File: config.mk
export PLATFORM = sky130hd
export DESIGN_NAME = fifo_queue_search_replace_flat
export DESIGN_NICKNAME = d
export VERILOG_FILES = /design/src/sv/fqsr_pkg.sv /design/src/sv/fqsr_if.sv /design/src/sv/fqsr_cell.sv /design/src/sv/fifo_queue_search_replace.sv /design/src/flat_wrapper.sv
export SDC_FILE = /design/constraint.sdc
export NUM_CORES = 1
export LEC_CHECK = 0
export ABC_AREA = 0
export BUFFER_PORTS_ARGS = -buffer_cell sky130_fd_sc_hd__buf_2
export CAP_MARGIN = 10
export CORE_UTILIZATION = 45
export DETAILED_ROUTE_END_ITERATION = 12
export PLACE_DENSITY = 0.64
export SLEW_MARGIN = 20
export SYNTH_ARGS = -nofsm -noshare
export SYNTH_HDL_FRONTEND = slang
export SYNTH_SLANG_ARGS = --single-unit
export TNS_END_PERCENT = 50
File: constraint.sdc
create_clock -name clk -period 6.88 [get_ports clk]
set_clock_uncertainty 0.2 [all_clocks]
set_input_delay 1.376 -clock clk [delete_from_list [all_inputs] [get_ports clk]]
set_output_delay 1.376 -clock clk [all_outputs]
set_load 0.005 [all_outputs]
File: src/sv/fqsr_pkg.sv
// package: opcode and status codes, command struct and defaults for the search-replace queue
`default_nettype none
package fqsr_pkg;

    localparam int CAPACITY_DEF = 16;
    localparam int DATA_W       = 32;

    typedef logic [1:0] opcode_t;
    localparam opcode_t OP_PUSH    = 2'd0;
    localparam opcode_t OP_POP     = 2'd1;
    localparam opcode_t OP_REPLACE = 2'd2;

    typedef logic [1:0] status_t;
    localparam status_t ST_OK    = 2'd0;
    localparam status_t ST_FULL  = 2'd1;
    localparam status_t ST_EMPTY = 2'd2;

    typedef logic signed [DATA_W-1:0] word_t;

    // broadcast to every cell for one accepted beat
    typedef struct packed {
        logic  do_push;
        logic  do_pop;
        logic  do_replace;
        word_t value;
        word_t new_value;
    } cell_cmd_t;

    // per-cell position relative to the fill count
    typedef struct packed {
        logic occupied;
        logic tail;
    } cell_ctl_t;

endpackage
`default_nettype wire

File: src/sv/fqsr_if.sv
// interfaces: request and response channels with valid/ready handshake
`default_nettype none
interface fqsr_req_if;
    import fqsr_pkg::*;
    logic    valid;
    logic    ready;
    opcode_t opcode;
    word_t   value;
    word_t   new_value;

    modport source (output valid, output opcode, output value, output new_value, input ready);
    modport sink   (input valid, input opcode, input value, input new_value, output ready);
endinterface

interface fqsr_rsp_if;
    import fqsr_pkg::*;
    logic    valid;
    logic    ready;
    word_t   pop_data;
    logic    matched;
    status_t status;

    modport source (output valid, output pop_data, output matched, output status, input ready);
    modport sink   (input valid, input pop_data, input matched, input status, output ready);
endinterface
`default_nettype wire

File: src/sv/fqsr_cell.sv
// one queue cell: holds an entry, shifts from its neighbor on pop, compares on replace
`default_nettype none
module fqsr_cell
    import fqsr_pkg::*;
(
    input  wire logic      clk,
    input  wire logic      rst_n,
    input  wire cell_cmd_t cmd,
    input  wire cell_ctl_t ctl,
    input  wire word_t     next_data,
    output word_t          data,
    output logic           hit
);

    word_t data_reg;
    word_t data_next;
    logic  hit_reg;
    logic  hit_next;
    logic  eq;

    assign eq = ctl.occupied && (data_reg == cmd.value);

    always_comb
    begin
        data_next = data_reg;
        hit_next  = hit_reg;
        if (cmd.do_push)
        begin
            hit_next = 1'b0;
            if (ctl.tail)
            begin
                data_next = cmd.value;
            end
        end
        else if (cmd.do_pop)
        begin
            hit_next  = 1'b0;
            data_next = next_data;
        end
        else if (cmd.do_replace)
        begin
            hit_next = eq;
            if (eq)
            begin
                data_next = cmd.new_value;
            end
        end
    end

    always_ff @(posedge clk)
    begin
        data_reg <= data_next;
    end

    always_ff @(posedge clk or negedge rst_n)
    begin
        if (!rst_n)
        begin
            hit_reg <= 1'b0;
        end
        else
        begin
            hit_reg <= hit_next;
        end
    end

    assign data = data_reg;
    assign hit  = hit_reg;

endmodule
`default_nettype wire

File: src/sv/fifo_queue_search_replace.sv
// top level: row of queue cells, fill count, match reduction and response register
//
//  channel | role | beat carries
//  --------+------+---------------------------------
//  req     | sink | opcode, value, new_value
//  rsp     | src  | pop_data, matched, status
//
// a request beat updates every cell in the cycle it is taken; the per-cell match
// bits are registered and ored into the response register once it is free to load.
// a new request is not taken until the last one has moved to the response register.
// rst_n clears the fill count and all handshake state; entries stay unwritten.
// a stalled response holds the next request off only once its reduction stage is full.
`default_nettype none
module fifo_queue_search_replace
    import fqsr_pkg::*;
#(
    parameter int CAPACITY = CAPACITY_DEF
)
(
    input  wire logic  clk,
    input  wire logic  rst_n,
    fqsr_req_if.sink   req,
    fqsr_rsp_if.source rsp
);

    localparam int CNT_W = $clog2(CAPACITY + 1);
    localparam logic [CNT_W-1:0] CAP_CNT = CNT_W'(CAPACITY);

    logic [CNT_W-1:0] count_reg;
    logic [CNT_W-1:0] count_next;
    logic             busy_reg;
    word_t            pend_pop_reg;
    status_t          pend_status_reg;
    logic             pend_repl_reg;
    logic             out_valid_reg;
    word_t            out_pop_reg;
    logic             out_matched_reg;
    status_t          out_status_reg;

    logic             take;
    logic             full;
    logic             empty;
    logic             load_out;
    cell_cmd_t        cmd;
    status_t          status_now;
    word_t            pop_now;
    word_t            cell_data [CAPACITY];
    logic [CAPACITY-1:0] hit;

    assign full     = (count_reg == CAP_CNT);
    assign empty    = (count_reg == '0);
    assign req.ready = !busy_reg;
    assign take     = req.valid && req.ready;
    assign load_out = busy_reg && (!out_valid_reg || rsp.ready);

    always_comb
    begin
        cmd.do_push    = 1'b0;
        cmd.do_pop     = 1'b0;
        cmd.do_replace = 1'b0;
        cmd.value      = req.value;
        cmd.new_value  = req.new_value;
        status_now     = ST_OK;
        pop_now        = '0;
        count_next     = count_reg;
        if (take)
        begin
            case (req.opcode)
                OP_PUSH:
                begin
                    if (full)
                    begin
                        status_now = ST_FULL;
                    end
                    else
                    begin
                        cmd.do_push = 1'b1;
                        count_next  = count_reg + CNT_W'(1);
                    end
                end
                OP_POP:
                begin
                    if (empty)
                    begin
                        status_now = ST_EMPTY;
                    end
                    else
                    begin
                        cmd.do_pop = 1'b1;
                        pop_now    = cell_data[0];
                        count_next = count_reg - CNT_W'(1);
                    end
                end
                OP_REPLACE:
                begin
                    cmd.do_replace = 1'b1;
                end
                default:
                begin
                    status_now = ST_OK;
                end
            endcase
        end
    end

    for (genvar i = 0; i < CAPACITY; i++)
    begin : g_cell
        localparam logic [CNT_W-1:0] IDX = CNT_W'(i);
        cell_ctl_t ctl;
        word_t     nbr;

        assign ctl.occupied = (IDX < count_reg);
        assign ctl.tail     = (IDX == count_reg);
        // last cell has no neighbor behind it; what it shifts in is never read
        assign nbr = (i == CAPACITY - 1) ? cell_data[i] : cell_data[(i + 1) % CAPACITY];

        fqsr_cell u_cell (
            .clk       (clk),
            .rst_n     (rst_n),
            .cmd       (cmd),
            .ctl       (ctl),
            .next_data (nbr),
            .data      (cell_data[i]),
            .hit       (hit[i])
        );
    end

    always_ff @(posedge clk or negedge rst_n)
    begin
        if (!rst_n)
        begin
            count_reg     <= '0;
            busy_reg      <= 1'b0;
            out_valid_reg <= 1'b0;
        end
        else
        begin
            count_reg <= count_next;
            if (take)
            begin
                busy_reg <= 1'b1;
            end
            else if (load_out)
            begin
                busy_reg <= 1'b0;
            end
            if (load_out)
            begin
                out_valid_reg <= 1'b1;
            end
            else if (rsp.ready)
            begin
                out_valid_reg <= 1'b0;
            end
        end
    end

    always_ff @(posedge clk)
    begin
        if (take)
        begin
            pend_pop_reg    <= pop_now;
            pend_status_reg <= status_now;
            pend_repl_reg   <= cmd.do_replace;
        end
        if (load_out)
        begin
            out_pop_reg     <= pend_pop_reg;
            out_status_reg  <= pend_status_reg;
            out_matched_reg <= pend_repl_reg && (|hit);
        end
    end

    assign rsp.valid    = out_valid_reg;
    assign rsp.pop_data = out_pop_reg;
    assign rsp.matched  = out_matched_reg;
    assign rsp.status   = out_status_reg;

    a_count_bound: assert property (@(posedge clk) disable iff (!rst_n)
        count_reg <= CAP_CNT)
        else $error("fill count above capacity");

    a_push_grows: assert property (@(posedge clk) disable iff (!rst_n)
        (take && req.opcode == OP_PUSH && !full) |=> count_reg == $past(count_reg) + CNT_W'(1))
        else $error("accepted push did not grow the queue");

    a_empty_pop_zero: assert property (@(posedge clk) disable iff (!rst_n)
        (out_valid_reg && out_status_reg == ST_EMPTY) |-> (out_pop_reg == '0 && !out_matched_reg))
        else $error("empty pop returned data");

    a_busy_holds: assert property (@(posedge clk) disable iff (!rst_n)
        (busy_reg && out_valid_reg && !rsp.ready) |=> busy_reg)
        else $error("pending result lost while response stalled");

endmodule
`default_nettype wire
File: src/flat_wrapper.sv
// flat-port wrapper written by rule: the top's interface ports become plain ports
module fifo_queue_search_replace_flat import fqsr_pkg::*;
#(
    parameter int CAPACITY = CAPACITY_DEF
)
  (clk, rst_n, req_valid, req_opcode, req_value, req_new_value, req_ready, rsp_valid, rsp_pop_data, rsp_matched, rsp_status, rsp_ready);
  fqsr_req_if req_i ();
  fqsr_rsp_if rsp_i ();
  input  wire logic clk;
  input  wire logic rst_n;
  input wire logic [$bits(req_i.valid)-1:0] req_valid;
  input wire logic [$bits(req_i.opcode)-1:0] req_opcode;
  input wire logic [$bits(req_i.value)-1:0] req_value;
  input wire logic [$bits(req_i.new_value)-1:0] req_new_value;
  output wire logic [$bits(req_i.ready)-1:0] req_ready;
  output wire logic [$bits(rsp_i.valid)-1:0] rsp_valid;
  output wire logic [$bits(rsp_i.pop_data)-1:0] rsp_pop_data;
  output wire logic [$bits(rsp_i.matched)-1:0] rsp_matched;
  output wire logic [$bits(rsp_i.status)-1:0] rsp_status;
  input wire logic [$bits(rsp_i.ready)-1:0] rsp_ready;
  assign req_i.valid = req_valid;
  assign req_i.opcode = req_opcode;
  assign req_i.value = req_value;
  assign req_i.new_value = req_new_value;
  assign req_ready = req_i.ready;
  assign rsp_valid = rsp_i.valid;
  assign rsp_pop_data = rsp_i.pop_data;
  assign rsp_matched = rsp_i.matched;
  assign rsp_status = rsp_i.status;
  assign rsp_i.ready = rsp_ready;
  fifo_queue_search_replace #(.CAPACITY(CAPACITY)) u_core (.clk(clk), .rst_n(rst_n), .req(req_i), .rsp(rsp_i));
endmodule
==> results by group <==
Placed design
  – I/O Buffers: 106
  – DP Wirelength: approximately 72000 um
  – Gpl congestion: 0.968
  – Post-Place Worst Slack: 1.83 ns

Power
  – Internal: 6.89 mW
  – Gate power share: 15.9%
  – Flop pwr share: 47.8%
  – P_leak: 11.2 nW
  – Peak supply drop: 0.157 mV
  – PwrDens: 273 nW/um2
  – Clock power frac: a little over a third
  – Switching Share: 28.5%
  – Switch Pwr: 2.74 mW

Setup path
  – Setup crit start: u_core.count_reg[1]
  – CP max stage delay: 1.00 ns
  – Critical-path top delay cell: a21oi_2
  – Cells on worst reg2reg path: 7
  – Worst setup EP type: flip-flop
  – RR Startpoint: u_core.count_reg[1]
  – Cells along the critical path: inv_1 -> ha_1 -> nor3b_2 -> a21oi_4 -> nand2_4 -> a21oi_2 -> a21oi_1
  – Crit path launch type: flip-flop
  – CP Depth: 7
  – CP endpoint: u_core.g_cell[8].u_cell.data[4]
  – R2R Path End: u_core.g_cell[8].u_cell.data[4]
  – Reg2reg setup slack: 2.16 ns
  – Worst-path fanout max: 34
  – Cell family with most CP delay: compound AO/OA/AOI/OAI gates
  – Worst endpoint data arrival time: 4.81 ns
  – Worst Path Buf+Inv: 1
  – Worst EP required: 6.97 ns
  – Crit path kind: flip-flop to flip-flop

STA
  – Final number of setup-violating endpoints: 0
  – Post-route clock period utilization: 68.6%
  – Hold Slack: 0.217 ns
  – Final worst-path setup slack: between 2 and 2.5 ns
  – Final Slew Violations: 0
  – Setup TNS: 0 ns
  – Final Critical Period: 4.72 ns
  – RSZ-0062 raised after global routing: no
  – Max-slew headroom: 27.6%
  – Worst Max-Slew Pin Slew: approximately 1.1 ns
  – Achievable frequency: 0.212 GHz
  – Final Hold Fails: 0

Synthesis
  – Synth Area in Simple Gates: 12.5%
  – Post-Synth XOR/XNOR Area: 14.3%
  – Syn Nets: 2906
  – Synth cell types: 48
  – Compound-Gate Fraction of Synth Area: between 10% and 20%
  – Syn Inst Count: about 2.8k
  – Async SR Flop Fraction: 3.80%
  – FF+latch count, synth: 605
  – Seq/Total Area, Yosys: 56.6%
  – Mapped Area: about 32000 um2
  – Main combinational cell family by area after synthesis: XOR/XNOR gates
  – Most used flip-flop cell after synthesis: edfxtp_1
  – Synthesized-area fraction occupied by adder cells: 0.196%
  – Syn. warnings: 0
  – Mux share of post-synthesis cell area: 0.0314%
  – Syn_area_per_cell: 11.3 um2
  – Post-synth EDFFs: 582

Global route
  – Largest net degree at the start of global routing: approximately 120
  – Grt ovf: 0
  – Tot GR Track Use: 26.9%
  – First-pass GRT wire length: 140000 um
  – Initial antenna violation count: 2
  – Number of global-route vias before repair: 21.4k

Drt
  – Avg WL per Cell: 25.0 um
  – Routed Antenna Nets: 0
  – Vias: 22.2k
  – 1st-pass router iterations: 5
  – WL final: 96100 um
  – Vias per cell: roughly 5.8
  – Drt drc: 0
  – Starting DRT DRC Count: 2584

Clock tree
  – Post-cts gate resize count: 0
  – Clock transition at path regs: 0.06 ns
  – Cts hold-fix bufs: 0
  – Post-CTS Setup Bufs: 0
  – Clk Latency, worst-skew pair: just over 0.6 ns
  – CTS tree: yes
  – TritonCTS buffer count: 68
  – Clk root buf: clkbuf_16
  – H-tree Lvls: 3
  – CTS Buffer Depth: 3
  – CTS Sinks: 605

Finish
  – Max reg flops: roughly 510
  – Share of cells above drive strength 1: between 15 and 20%
  – Layout area overhead: 10.5%
  – # diodes: 0
  – Final nets: around 2.9k
  – Layout Utilization: around half

Floorplanning
  – Site row count: 97
  – Die Wd: 268 um
  – I/O pins: 107
  – Die Height: ~270 um
  – Die area: a little over 70000 um2
  – Initial core utilization: 45.5%
  – Core area: 70000 um2

Run
  – Maxcap violations: 0

Worst hold path
  – Hold path startpoint: u_core.pend_pop_reg[31]
  – Worst min path class: flip-flop to flip-flop

Run status
  – Status: finished, final reports clean
per-stage QoR:
step	total power, mW	instance area (um2)	cells
floorplan	5.61	31900	2831
global placement	6.13	33000	3715
detailed placement	6.17	33100	3717
CTS	9.63	35200	3837
global route	9.92	35200	3839
finish	9.63	35200	3839
logic make-up (layout without fill, tap and decap cells):
kind of cell | count (synthesis) | in the layout
and+or+nand+nor | 900 | 900
DFF | 605 | 605
adders and majority gates | 5 | 5
xor gates and xnor gates | 519 | 519
buffers and inverters | 225 | 293
muxes | 1 | 1
AOI/OAI and AO/OA | 576 | 576
layer usage:
layer | vias to the layer above | routed length [um] | GRT usage, %
li1 | 9960 | - | -
met1 | 10800 | 38300 | 35.2
met2 | 1185 | 44500 | 42.7
met3 | 221 | 6940 | 3.48
met4 | 2 | 6370 | 16.2
met5 | - | 13 | 0
power groups by stage:
stage	logic (mW)	clock network, mW	registers (mW)
after floorplan	1.02	0	4.60
after global placement	1.46	0	4.66
after detailed placement	1.49	0	4.67
after CTS	1.50	3.54	4.60
after global routing	1.62	3.67	4.63
final	1.53	3.50	4.60
cell type report:
| class | count | area (um2) |
|---|---|---|
| clock buffer | 84 | 1810 |
| clock inverter | 36 | 279 |
| fill | 6147 | 34800 |
| inverter | 11 | 42.5 |
| multi-input combinational | 2001 | 12800 |
| sequential | 605 | 18100 |
| tap | 940 | 1180 |
| timing repair buffer | 162 | 1070 |
how the worst min path moves through the flow:
stage | to | slack [ns] | cells after the start
floorplan | u_core.rsp.pop_data[0] | 0.20 | 0
global placement | u_core.rsp.pop_data[3] | 0.20 | 0
detailed placement | u_core.rsp.pop_data[27] | 0.20 | 0
CTS | u_core.rsp.pop_data[27] | 0.22 | 0
global route | u_core.rsp.status[1] | 0.22 | 0
finish | u_core.rsp.pop_data[31] | 0.22 | 0
cells in the mapped netlist (21+ instances only):
library cell	n	area share, %
edfxtp_1	582	55
a21oi_2	211	5.8
nor4_1	52	1.0
clkbuf_1	44	0.52
a21oi_4	21	1.1
buf_2	127	2.0
nand2_1	618	7.3
nand3_1	21	0.33
xor2_1	174	4.8
nor2_1	47	0.55
a21oi_1	313	4.9
nand4_1	91	1.8
buf_6	23	0.81
dfrtp_1	23	1.8
and2_1	35	0.69
xnor2_1	345	9.5
cells in the final DEF, fill, tap and decap left out, types with 3 or more instances in the layout:
master	count
nor4_1	52
a21oi_4	35
ha_1	5
edfxtp_1	582
clkbuf_1	13
nor3_1	19
o21ai_0	6
a31oi_1	3
inv_1	9
clkinv_1	16
clkinv_2	8
clkbuf_16	70
nor2_1	47
clkinvlp_4	5
xnor2_1	345
nand3_1	21
buf_4	48
a21o_1	4
dfrtp_1	23
bufinv_16	3
nand2_1	616
or4_1	4
nand4_1	91
xor2_1	174
inv_6	5
buf_2	106
nand2b_1	3
a2111oi_0	5
buf_16	3
a21oi_1	299
and2_1	33
a21oi_2	211
buf_12	4
(Power assumes the default switching activity.)
